$ cat src/rtl/mwss_pkg.sv
// ----------------------------------------------------------------------------
// mwss_pkg
// Shared widths, signature tables and inter-module types for the masked word
// signature scanner.
// ----------------------------------------------------------------------------
package mwss_pkg;

	localparam int GATES        = 3;
	localparam int SIG_MAX      = 5;
	localparam int WINDOW_DEPTH = 5;

	localparam int unsigned MAX_WORDS = 32'd16777216;
	localparam int SEEN_W = $clog2(MAX_WORDS + 1);

	localparam int WORD_W    = 32;
	localparam int POS_W     = 24;
	localparam int CNT_W     = 16;
	localparam int COND_W    = 4;
	localparam int GATE_W    = $clog2(GATES);
	localparam int CFG_IDX_W = 2;
	localparam int CFG_W     = COND_W;

	// result payload: count, unique flag, index, patched word, all-unique flag
	localparam int REP_BITS = CNT_W + 1 + POS_W + WORD_W + 1;
	localparam int TDATA_W  = ((REP_BITS + 7) / 8) * 8;
	localparam int PAD_W    = TDATA_W - REP_BITS;

	typedef logic [WORD_W-1:0] word_t;
	typedef logic [GATES-1:0][COND_W-1:0] cond_vec_t;

	localparam logic [GATE_W-1:0] LAST_GATE = GATE_W'(GATES - 1);
	localparam logic [CNT_W-1:0]  COUNT_MAX = '1;

	localparam logic [COND_W-1:0] COND_RESET [GATES] = '{4'd10, 4'd10, 4'd11};

	// signature k-th word is the oldest-first position inside the window
	localparam word_t SIG_VALUE [GATES][SIG_MAX] = '{
		'{32'hb9422800, 32'h7100081f, 32'h54000000, 32'h52800020, 32'h00000000},
		'{32'hb9422800, 32'h7100081f, 32'h54000000, 32'h71000c1f, 32'h54000000},
		'{32'hf940cc00, 32'hb9422800, 32'h7100081f, 32'h54000001, 32'hf9408400}
	};
	localparam word_t SIG_MASK [GATES][SIG_MAX] = '{
		'{32'hfffffc00, 32'hfffffc1f, 32'hff00001f, 32'hffffffe0, 32'h00000000},
		'{32'hfffffc00, 32'hfffffc1f, 32'hff00001f, 32'hfffffc1f, 32'hff000010},
		'{32'hfffffc00, 32'hfffffc00, 32'hfffffc1f, 32'hff00001f, 32'hfffffc00}
	};
	localparam int SIG_LEN    [GATES] = '{4, 5, 5};
	localparam int SIG_BRANCH [GATES] = '{2, 2, 3};

	typedef struct packed {
		logic [GATES-1:0]             hit;
		logic [GATES-1:0][POS_W-1:0]  pos;
		logic [GATES-1:0][WORD_W-1:0] bword;
	} match_t;

	typedef struct packed {
		logic [GATES-1:0][CNT_W-1:0]  count;
		logic [GATES-1:0][POS_W-1:0]  pos;
		logic [GATES-1:0][WORD_W-1:0] bword;
	} tally_t;

endpackage

$ cat src/rtl/mwss_matcher.sv
// ----------------------------------------------------------------------------
// mwss_matcher
// Word history window, word counter and parallel masked signature compares.
// ----------------------------------------------------------------------------
module mwss_matcher (
	input  logic                  clk,
	input  logic                  arst_n,
	input  logic                  step,
	input  mwss_pkg::word_t       word,
	input  logic                  last,
	output mwss_pkg::match_t      match
);

	mwss_pkg::word_t hist_q [mwss_pkg::WINDOW_DEPTH-1];
	mwss_pkg::word_t win_new [mwss_pkg::WINDOW_DEPTH];
	logic [mwss_pkg::SEEN_W-1:0] seen_q;
	logic scan_en;

	assign scan_en = (seen_q < mwss_pkg::SEEN_W'(mwss_pkg::MAX_WORDS));

	// index 0 is the newest word
	always_comb begin
		win_new[0] = word;
		for (int i = 1; i < mwss_pkg::WINDOW_DEPTH; i++) begin
			win_new[i] = hist_q[i-1];
		end
	end

	genvar g, k;
	generate
		for (g = 0; g < mwss_pkg::GATES; g++) begin : gen_gate
			logic [mwss_pkg::SIG_MAX-1:0] word_ok;
			logic full;
			for (k = 0; k < mwss_pkg::SIG_MAX; k++) begin : gen_word
				if (k < mwss_pkg::SIG_LEN[g]) begin : gen_cmp
					assign word_ok[k] =
						((win_new[mwss_pkg::SIG_LEN[g]-1-k] & mwss_pkg::SIG_MASK[g][k])
						 == mwss_pkg::SIG_VALUE[g][k]);
				end else begin : gen_pad
					assign word_ok[k] = 1'b1;
				end
			end
			assign full = (seen_q >= mwss_pkg::SEEN_W'(mwss_pkg::SIG_LEN[g] - 1));
			assign match.hit[g] = scan_en && full && (&word_ok);
			// branch index = this word's index minus distance back to branch word
			assign match.pos[g] = mwss_pkg::POS_W'(seen_q)
				- mwss_pkg::POS_W'(mwss_pkg::SIG_LEN[g] - 1 - mwss_pkg::SIG_BRANCH[g]);
			assign match.bword[g] =
				win_new[mwss_pkg::SIG_LEN[g] - 1 - mwss_pkg::SIG_BRANCH[g]];
		end
	endgenerate

	always_ff @(posedge clk or negedge arst_n) begin
		if (!arst_n) begin
			seen_q <= '0;
		end else if (step) begin
			if (last) begin
				seen_q <= '0;
			end else if (scan_en) begin
				seen_q <= seen_q + 1'b1;
			end
		end
	end

	// window words are only compared once the counter says they were filled
	always_ff @(posedge clk) begin
		if (step && scan_en) begin
			for (int i = 0; i < mwss_pkg::WINDOW_DEPTH-1; i++) begin
				hist_q[i] <= win_new[i];
			end
		end
	end

	a_seen_bound: assert property (@(posedge clk) disable iff (!arst_n)
		seen_q <= mwss_pkg::SEEN_W'(mwss_pkg::MAX_WORDS))
		else $error("word counter ran past the region limit");

endmodule

$ cat src/rtl/mwss_tally.sv
// ----------------------------------------------------------------------------
// mwss_tally
// Per-gate saturating match counters with latest branch index and word.
// ----------------------------------------------------------------------------
module mwss_tally (
	input  logic              clk,
	input  logic              arst_n,
	input  logic              step,
	input  logic              last,
	input  mwss_pkg::match_t  match,
	output mwss_pkg::tally_t  snap
);

	mwss_pkg::tally_t tally_q;

	// snap is the state after the current word is scanned
	always_comb begin
		snap = tally_q;
		for (int g = 0; g < mwss_pkg::GATES; g++) begin
			if (match.hit[g]) begin
				if (tally_q.count[g] != mwss_pkg::COUNT_MAX) begin
					snap.count[g] = tally_q.count[g] + 1'b1;
				end
				snap.pos[g]   = match.pos[g];
				snap.bword[g] = match.bword[g];
			end
		end
	end

	always_ff @(posedge clk or negedge arst_n) begin
		if (!arst_n) begin
			tally_q <= '0;
		end else if (step) begin
			if (last) begin
				tally_q <= '0;
			end else begin
				tally_q <= snap;
			end
		end
	end

endmodule

$ cat src/rtl/mwss_report.sv
// ----------------------------------------------------------------------------
// mwss_report
// Report buffer: captures the three gate results at region end and sends
// them out one per request.
// ----------------------------------------------------------------------------
module mwss_report (
	input  logic                                clk,
	input  logic                                arst_n,
	input  logic                                load,
	input  mwss_pkg::tally_t                    snap,
	input  mwss_pkg::cond_vec_t                 cond,
	output logic                                free,
	output logic                                m_axis_tvalid,
	input  logic                                m_axis_tready,
	output logic [mwss_pkg::TDATA_W-1:0]        m_axis_tdata,
	output logic [mwss_pkg::GATE_W-1:0]         m_axis_tuser,
	output logic                                m_axis_tlast
);

	logic [mwss_pkg::GATES-1:0][mwss_pkg::CNT_W-1:0]  count_q;
	logic [mwss_pkg::GATES-1:0][mwss_pkg::POS_W-1:0]  pos_q;
	logic [mwss_pkg::GATES-1:0][mwss_pkg::WORD_W-1:0] patched_q;
	logic                                              all_q;
	logic                                              busy_q;
	logic [mwss_pkg::GATE_W-1:0]                       idx_q;

	logic [mwss_pkg::GATES-1:0][mwss_pkg::POS_W-1:0]  pos_d;
	logic [mwss_pkg::GATES-1:0][mwss_pkg::WORD_W-1:0] patched_d;
	logic all_d;
	logic out_fire;
	logic uniq;

	always_comb begin
		all_d = 1'b1;
		for (int g = 0; g < mwss_pkg::GATES; g++) begin
			if (snap.count[g] != mwss_pkg::CNT_W'(1)) begin
				all_d = 1'b0;
			end
			if (snap.count[g] == '0) begin
				pos_d[g]     = '0;
				patched_d[g] = '0;
			end else begin
				pos_d[g]     = snap.pos[g];
				patched_d[g] = {snap.bword[g][mwss_pkg::WORD_W-1:mwss_pkg::COND_W], cond[g]};
			end
		end
	end

	assign out_fire = m_axis_tvalid && m_axis_tready;
	assign free     = !busy_q || (out_fire && idx_q == mwss_pkg::LAST_GATE);

	assign m_axis_tvalid = busy_q;
	assign m_axis_tuser  = idx_q;
	assign m_axis_tlast  = (idx_q == mwss_pkg::LAST_GATE);
	assign uniq          = (count_q[idx_q] == mwss_pkg::CNT_W'(1));
	// fields from bit 0: match_count, unique_match, branch_word_index,
	// patched_instruction, all_unique, zero pad
	assign m_axis_tdata  = {{mwss_pkg::PAD_W{1'b0}}, all_q, patched_q[idx_q],
		pos_q[idx_q], uniq, count_q[idx_q]};

	always_ff @(posedge clk or negedge arst_n) begin
		if (!arst_n) begin
			busy_q <= 1'b0;
			idx_q  <= '0;
		end else if (load) begin
			busy_q <= 1'b1;
			idx_q  <= '0;
		end else if (out_fire) begin
			if (idx_q == mwss_pkg::LAST_GATE) begin
				busy_q <= 1'b0;
			end else begin
				idx_q <= idx_q + 1'b1;
			end
		end
	end

	always_ff @(posedge clk) begin
		if (load) begin
			count_q   <= snap.count;
			pos_q     <= pos_d;
			patched_q <= patched_d;
			all_q     <= all_d;
		end
	end

	a_load_free: assert property (@(posedge clk) disable iff (!arst_n)
		load |-> (!busy_q || (out_fire && idx_q == mwss_pkg::LAST_GATE)))
		else $error("report buffer reloaded while reports were pending");

	a_idx_range: assert property (@(posedge clk) disable iff (!arst_n)
		busy_q |-> (idx_q <= mwss_pkg::LAST_GATE))
		else $error("report index out of range");

	a_drain: assert property (@(posedge clk) disable iff (!arst_n)
		(out_fire && idx_q == mwss_pkg::LAST_GATE && !load) |=> !busy_q)
		else $error("report buffer did not empty after third report");

endmodule

$ cat src/rtl/masked_word_signature_scanner_unit.sv
// ----------------------------------------------------------------------------
// masked_word_signature_scanner_unit
// Scans an instruction word stream for three masked signatures and reports
// per-gate counts and patched branch words at each region end.
// ----------------------------------------------------------------------------
//  channel   dir  handshake                 content
//  s_axis    in   tvalid/tready             one instruction word, tlast = region end
//  m_axis    out  tvalid/tready             one gate report, tuser = gate, tlast = third
//  cfg       in   cfg_we                    branch condition per gate
//
//  one word per cycle unless a region end waits; a region end passes the input
//  register, then compare/count into the report buffer once it is free
//  a region end gives three reports from the buffer, one per unstalled cycle;
//  a later region end waits in the input register until the buffer drains
//  arst_n clears counters, window fill count and report buffer, and loads
//  the condition registers with 10, 10, 11
//  output stalls hold back the input only when a region end is waiting
module masked_word_signature_scanner_unit (
	input  logic                                 clk,
	input  logic                                 arst_n,
	input  logic                                 s_axis_tvalid,
	output logic                                 s_axis_tready,
	input  logic [mwss_pkg::WORD_W-1:0]          s_axis_tdata,  // instruction_word
	input  logic                                 s_axis_tlast,
	output logic                                 m_axis_tvalid,
	input  logic                                 m_axis_tready,
	// match_count, unique_match, branch_word_index, patched_instruction,
	// all_unique, zero pad
	output logic [mwss_pkg::TDATA_W-1:0]         m_axis_tdata,
	output logic [mwss_pkg::GATE_W-1:0]          m_axis_tuser,  // gate_number
	output logic                                 m_axis_tlast,
	input  logic                                 cfg_we,
	input  logic [mwss_pkg::CFG_IDX_W-1:0]       cfg_index,
	input  logic [mwss_pkg::CFG_W-1:0]           cfg_wdata
);

	mwss_pkg::word_t     word_s1;
	logic                last_s1;
	logic                valid_s1;
	logic                step;
	logic                rep_free;
	mwss_pkg::cond_vec_t cond_q;
	mwss_pkg::match_t    match;
	mwss_pkg::tally_t    snap;

	// a region end may only move on when the report buffer can take it
	assign step          = valid_s1 && (!last_s1 || rep_free);
	assign s_axis_tready = !valid_s1 || step;

	always_ff @(posedge clk or negedge arst_n) begin
		if (!arst_n) begin
			valid_s1 <= 1'b0;
		end else if (s_axis_tvalid && s_axis_tready) begin
			valid_s1 <= 1'b1;
		end else if (step) begin
			valid_s1 <= 1'b0;
		end
	end

	always_ff @(posedge clk) begin
		if (s_axis_tvalid && s_axis_tready) begin
			word_s1 <= s_axis_tdata;
			last_s1 <= s_axis_tlast;
		end
	end

	always_ff @(posedge clk or negedge arst_n) begin
		if (!arst_n) begin
			for (int g = 0; g < mwss_pkg::GATES; g++) begin
				cond_q[g] <= mwss_pkg::COND_RESET[g];
			end
		end else if (cfg_we && (cfg_index < mwss_pkg::CFG_IDX_W'(mwss_pkg::GATES))) begin
			cond_q[cfg_index] <= cfg_wdata;
		end
	end

	mwss_matcher u_matcher (
		.clk    (clk),
		.arst_n (arst_n),
		.step   (step),
		.word   (word_s1),
		.last   (last_s1),
		.match  (match)
	);

	mwss_tally u_tally (
		.clk    (clk),
		.arst_n (arst_n),
		.step   (step),
		.last   (last_s1),
		.match  (match),
		.snap   (snap)
	);

	mwss_report u_report (
		.clk           (clk),
		.arst_n        (arst_n),
		.load          (step && last_s1),
		.snap          (snap),
		.cond          (cond_q),
		.free          (rep_free),
		.m_axis_tvalid (m_axis_tvalid),
		.m_axis_tready (m_axis_tready),
		.m_axis_tdata  (m_axis_tdata),
		.m_axis_tuser  (m_axis_tuser),
		.m_axis_tlast  (m_axis_tlast)
	);

endmodule

$ cat config.mk
export PLATFORM = sky130hd
export DESIGN_NAME = masked_word_signature_scanner_unit
export DESIGN_NICKNAME = d
export VERILOG_FILES = /design/src/rtl/mwss_pkg.sv /design/src/rtl/mwss_matcher.sv /design/src/rtl/mwss_tally.sv /design/src/rtl/mwss_report.sv /design/src/rtl/masked_word_signature_scanner_unit.sv
export SDC_FILE = /design/constraint.sdc
export NUM_CORES = 1
export LEC_CHECK = 0
export CAP_MARGIN = 20
export CORE_MARGIN = 2
export CORE_UTILIZATION = 52
export CTS_BUF_LIST = sky130_fd_sc_hd__clkbuf_4
export DETAILED_ROUTE_END_ITERATION = 8
export DONT_BUFFER_PORTS = 1
export PLACE_DENSITY = 0.77
export SYNTH_ARGS = -nofsm -noshare
export SYNTH_HDL_FRONTEND = slang
export SYNTH_HIERARCHICAL = 1
export SYNTH_SLANG_ARGS = --single-unit
$ cat constraint.sdc
create_clock -name clk -period 8.8 [get_ports clk]
set_input_delay 1.76 -clock clk [delete_from_list [all_inputs] [get_ports clk]]
set_output_delay 1.76 -clock clk [all_outputs]
set_load 0.005 [all_outputs]
==> results.json, run 1 <==
{
  "p_per_area_mw_per_mm2": 270,
  "crit_start": "u_matcher/seen_q[9]",
  "grt_use_total_pct": 24.1,
  "cts-htree-levels": 4,
  "cts_tree": "yes",
  "most-common-layout-cells": "edfxtp_1, clkbuf_4, dfrtp_1, nor2b_1, mux2_2",
  "gp_congestion": 0.863,
  "grt_pass1_wl_um": 105000,
  "grt_setup_unrepaired": "false",
  "io_buffers": 0,
  "syn_inst": 2207,
  "die_w_um": 237,
  "drt_iter0_markers": 1643,
  "fin_skew_ps": 58.8,
  "synth.avg_cell_area_um2": 12.8,
  "path_cells": "or4_4 > or3_1 > nor4_1 > nor3_1 > and4_2 > and4_1 > nand3_1 > or4_1 > and2_1 > o21ai_0 > nor3_1 > nand4_1 > nor2_4 > buf_4 > nor2b_1",
  "p_leak_uw": 0.0120,
  "clk_transition_reported_paths_ps": 70,
  "maxSlewHeadroom_pct": 29.1,
  "die_area_mm2": 0.0563,
  "critPathTopFamily": "simple AND/OR/NAND/NOR gates",
  "cts_buffers": 159,
  "startpoint_type": "flip-flop",
  "post_cts_resized": 0,
  "fin_crit_ps": 5890,
  "die_h_um": 237,
  "ys_warn_count": 6,
  "syn_area_mm2": 0.0283,
  "vias_per_cell": 6.06,
  "hold_class": "reg -> reg",
  "instances_no_fill": 3001,
  "ant_nets": 0,
  "clk_latency_ps": 1020,
  "rows": 85,
  "final_core_util_pct": 56.6,
  "coreArea_mm2": 0.0538,
  "io_pins": 129,
  "ir_drop_mv": 0.237,
  "crit-reg2reg-launch": "u_matcher/seen_q[9]",
  "grt_overflow": 0,
  "root_buffer": "clkbuf_4",
  "path_class": "reg -> reg",
  "fin_crit_sh_pct": 67.0,
  "crit_buf_inv": 1,
  "hold_path_startpoint": "word_s1[3]",
  "final_nets": 2220,
  "path_max_fanout": 56,
  "grt_max_degree": 246,
  "hold_violations": 0,
  "worst_pin_slew_ps": 1050,
  "postCtsHoldBufs": 0,
  "syn_to_final_growth_pct": 7.67,
  "drcViolationCount": 0,
  "num_vias": 18200,
  "initial_core_util_pct": 52.6,
  "status": "complete, no violations",
  "cpMostUsedCell": "nor3_1",
  "cp.required_ps": 9500,
  "dp_hpwl_um": 39900,
  "post-cts-setup-buffer-count": 0,
  "place_inst": 2701,
  "final_common_cell": "edfxtp_1",
  "routed_wl_um": 67400,
  "cp.arrival_ps": 6590,
  "crit_path_end_kind": "flip-flop",
  "drive_gt1_share_pct": 21.8,
  "setup_violations": 0,
  "grt_pass1_vias": 18300,
  "clock_path_buffers": 3,
  "wl_per_cell_um": 22.5,
  "crit_slowest_cell": "nor4_1",
  "crit_path_max_incr_delay_ps": 900,
  "fmax_ghz": 0.170,
  "clock_sinks": 608,
  "antenna_found_initial": 1,
  "drv_cap": 0,
  "finalSetupTns_ps": 0,
  "first_pass_iters": 5,
  "slew_violations": 0
}
-- report_power, final --
group	switching [µW]	internal [µW]	leakage, µW
Clock	1170	1470	0.00132
Sequential	274	3510	0.00675
Combinational	1340	459	0.00397
Total	2790	5440	0.0120
-- flip-flops by register name, indices dropped and copies added, names as in the netlist --
signal and count:
u_report/m_axis_tuser 2, u_report/pos_q 72, u_report/all_q 1, u_report/patched_q 96, u_matcher/seen_q 25, u_report/m_axis_tvalid 1, last_s1 1, u_report/count_q 48
word_s1 32, u_tally/tally_q 204, u_matcher/hist_q 113, cond_q 12, valid_s1 1
-- per-layer routing --
layer / global-route usage [%] / routed length, µm / part of all wire (%)
met1: 32.6 / 29100 / 43
met5: 0 / 0 / 0
met2: 37.9 / 32100 / 48
met3: 4.84 / 4560 / 6.8
met4: 10.7 / 1670 / 2.5
-- final timing paths --
path,endpoint,slack [ps],cells after the start
max,u_report/patched_q[47],2910,15
min reg2reg,u_matcher/hist_q[0][3],420,0
min,u_matcher/hist_q[0][3],420,0
min in group asynchronous,u_tally/tally_q[87],490,0
max reg2reg,u_report/patched_q[47],2910,15
max in group asynchronous,u_tally/tally_q[69],7780,0
-- cell type report --
cell class / instances / area, µm²
antenna: 3 / 7.51
multi-input combinational: 1358 / 10100
tap: 696 / 871
inverter: 22 / 85.1
fill: 4290 / 23300
clock buffer: 257 / 1930
clock inverter: 39 / 287
timing repair buffer: 18 / 180
sequential: 608 / 17000
-- per-stage QoR --
step	total power (µW)	setup WS, ps	cell area (µm²)	hold WS, ps
after detailed placement	5650	2930	28200	405
final	8230	2910	30500	415
after global placement	5610	3080	28200	404
after floorplan	5160	1270	28300	400
after CTS	8300	2920	30400	369
after global routing	8620	2630	30500	435
Note: power is estimated with default switching activity, not from simulation.
==> run 2, diff against run 1 <==
==> constraint.sdc (replaced) <==
create_clock -name clk -period 5.5 [get_ports clk]
set_input_delay 1.1 -clock clk [delete_from_list [all_inputs] [get_ports clk]]
set_output_delay 1.1 -clock clk [all_outputs]
set_load 0.005 [all_outputs]
==> run 2 against run 1 <==
Effect of this change:
- the run now ends with negative hold slack left
- via count is 0.32% higher
- flip-flop and latch count did not move
- worst setup slack worse by 2300 ps
- core utilization rose by 0.10 points
- count of clock-buffer cells in the layout decreased by 5
- cell count rose by 0.33%
- clock power up 56%
- non-clock buffer count grew 9
- register-to-register slack got worse by 2300 ps
- global-route usage is essentially flat
- first-iteration DRC count decreased by 9.7%
- highest routed layer is now met5
==> results.json, run 2 (synthesis results as in run 1) <==
{
  "status": "complete, but fails checks",
  "failed_checks": "negative hold slack",
  "cts_buffers": 156,
  "crit_path_max_incr_delay_ps": 970,
  "crit_slowest_cell": "nor2b_4",
  "clock_path_buffers": 3,
  "fmax_ghz": 0.204,
  "grt_use_total_pct": 24.1,
  "drt_iter0_markers": 1484,
  "ant_nets": 0,
  "coreArea_mm2": 0.0538,
  "clk_latency_ps": 1030,
  "clock_sinks": 608,
  "antenna_found_initial": 5,
  "drcViolationCount": 0,
  "crit_path_end_kind": "output pin",
  "fin_crit_ps": 4910,
  "largest_register_ffs": 204,
  "post_cts_resized": 0,
  "die_h_um": 237,
  "fin_skew_ps": 93.8,
  "rows": 85,
  "gp_congestion": 0.890,
  "path_max_fanout": 37,
  "grt_setup_unrepaired": "false",
  "critPathTopFamily": "simple AND/OR/NAND/NOR gates",
  "drive_gt1_share_pct": 22.0,
  "startpoint_type": "flip-flop",
  "total_power_uw": 13100,
  "vias_per_cell": 6.06,
  "p_leak_uw": 0.0120,
  "instances_no_fill": 3011,
  "io_buffers": 0,
  "finalSetupTns_ps": 0,
  "holdWs_ps": -208,
  "drv_cap": 0,
  "io_pins": 129,
  "initial_core_util_pct": 52.6,
  "crit_buf_inv": 1,
  "path_class": "reg -> out",
  "most-common-layout-cells": "edfxtp_1, clkbuf_4, dfrtp_1, nor2b_1, mux2_2",
  "top_regs": "u_tally/tally_q: 204 flops, u_matcher/hist_q: 113 flops, u_report/patched_q: 96 flops",
  "first_pass_iters": 6,
  "hold_class": "in -> async",
  "slew_violations": 0,
  "dp_hpwl_um": 40500,
  "die_area_mm2": 0.0563,
  "post-cts-setup-buffer-count": 0,
  "cp.arrival_ps": 3810,
  "cp.required_ps": 4400,
  "path_cells": "nor2b_4 > buf_4 > nand2_1 > o21ai_0",
  "largest_register": "u_tally/tally_q",
  "p_per_area_mw_per_mm2": 430,
  "clk_transition_reported_paths_ps": 70,
  "final_nets": 2226,
  "wl_per_cell_um": 22.3,
  "root_buffer": "clkbuf_4",
  "cts-htree-levels": 4,
  "setup_violations": 0,
  "syn_to_final_growth_pct": 7.86,
  "worst_pin_slew_ps": 1070,
  "grt_pass1_vias": 18600,
  "fin_crit_sh_pct": 89.3,
  "grt_max_degree": 246,
  "die_w_um": 237,
  "cts_tree": "yes",
  "ir_drop_mv": 0.263,
  "routed_wl_um": 67200,
  "num_vias": 18200,
  "final_common_cell": "edfxtp_1",
  "hold_violations": 238,
  "place_inst": 2711,
  "grt_overflow": 0,
  "maxSlewHeadroom_pct": 28.5,
  "grt_pass1_wl_um": 105000
}
-- run 2: changes by cell type in the layout (fill, tap and decap cells not counted), sizes merged --
cell	delta
buf	+9
clkbuf	-5
clkinvlp	+3
diode	+3
bufinv	-2
clkinv	+2
-- run 2: worst register-to-register path, stage by stage (launching register included) --
cell	delay, ps
dfrtp_1	470
nor4_2	510
nand3_1	230
nor3_1	320
nand3_1	260
a311oi_4	420
nand3_1	210
or4_1	500
a21o_1	200
nand2_1	70
o21ai_0	110
nor4_1	240
nand4_1	220
nor2_4	140
buf_4	520
nor2b_1	150
-- run 2: through the flow --
step                instance area, µm²  utilization [%]  setup WS (ps)  hold WS [ps]
floorplan                        28300                -           1020           400
global route                     30500             56.7            254          -275
CTS                              30500             56.7            486          -307
finish                           30500             56.7            587          -208
global placement                 28300             52.7            699           423
detailed placement               28300             52.7            705           432
-- run 2: path summary, 6_finish.rpt --
check / from / end / slack (ps) / cells past startpoint
max: u_report/m_axis_tuser[1] / m_axis_tdata[40] / 590 / 4
min: arst_n / u_tally/tally_q[26] / -210 / 0
max reg2reg: u_matcher/seen_q[12] / u_report/pos_q[22] / 600 / 15
min reg2reg: word_s1[18] / u_matcher/hist_q[0][18] / 430 / 0
max in group asynchronous: arst_n / u_tally/tally_q[215] / 5180 / 0
min in group clk: s_axis_tdata[12] / word_s1[12] / 160 / 0
-- run 2: area by class of cell --
cell class / instances / area (µm²)
fillers: 4257 / 23300
flip-flops and latches: 608 / 17000
multi-input cells: 1358 / 10100
clock buffers: 252 / 1890
well taps: 696 / 871
repair buffers: 27 / 278
clock inverters: 42 / 273
inverters: 22 / 85.1
diodes: 6 / 15.0
-- run 2: per-layer routing --
layer  global-route usage (%)  part of all wire, %  vias up
li1                         -                    -     8162
met1                     31.7                   42     9181
met2                     38.7                   48      770
met3                     6.41                  7.4      130
met4                     8.82                  2.3        4
met5                        0                0.033        -
-- run 2: power breakdown --
group / switching (µW) / internal [µW] / leakage, µW
clock network: 1900 / 2230 / 0.00128
logic: 2140 / 778 / 0.00402
registers: 459 / 5620 / 0.00675
total: 4500 / 8620 / 0.0120
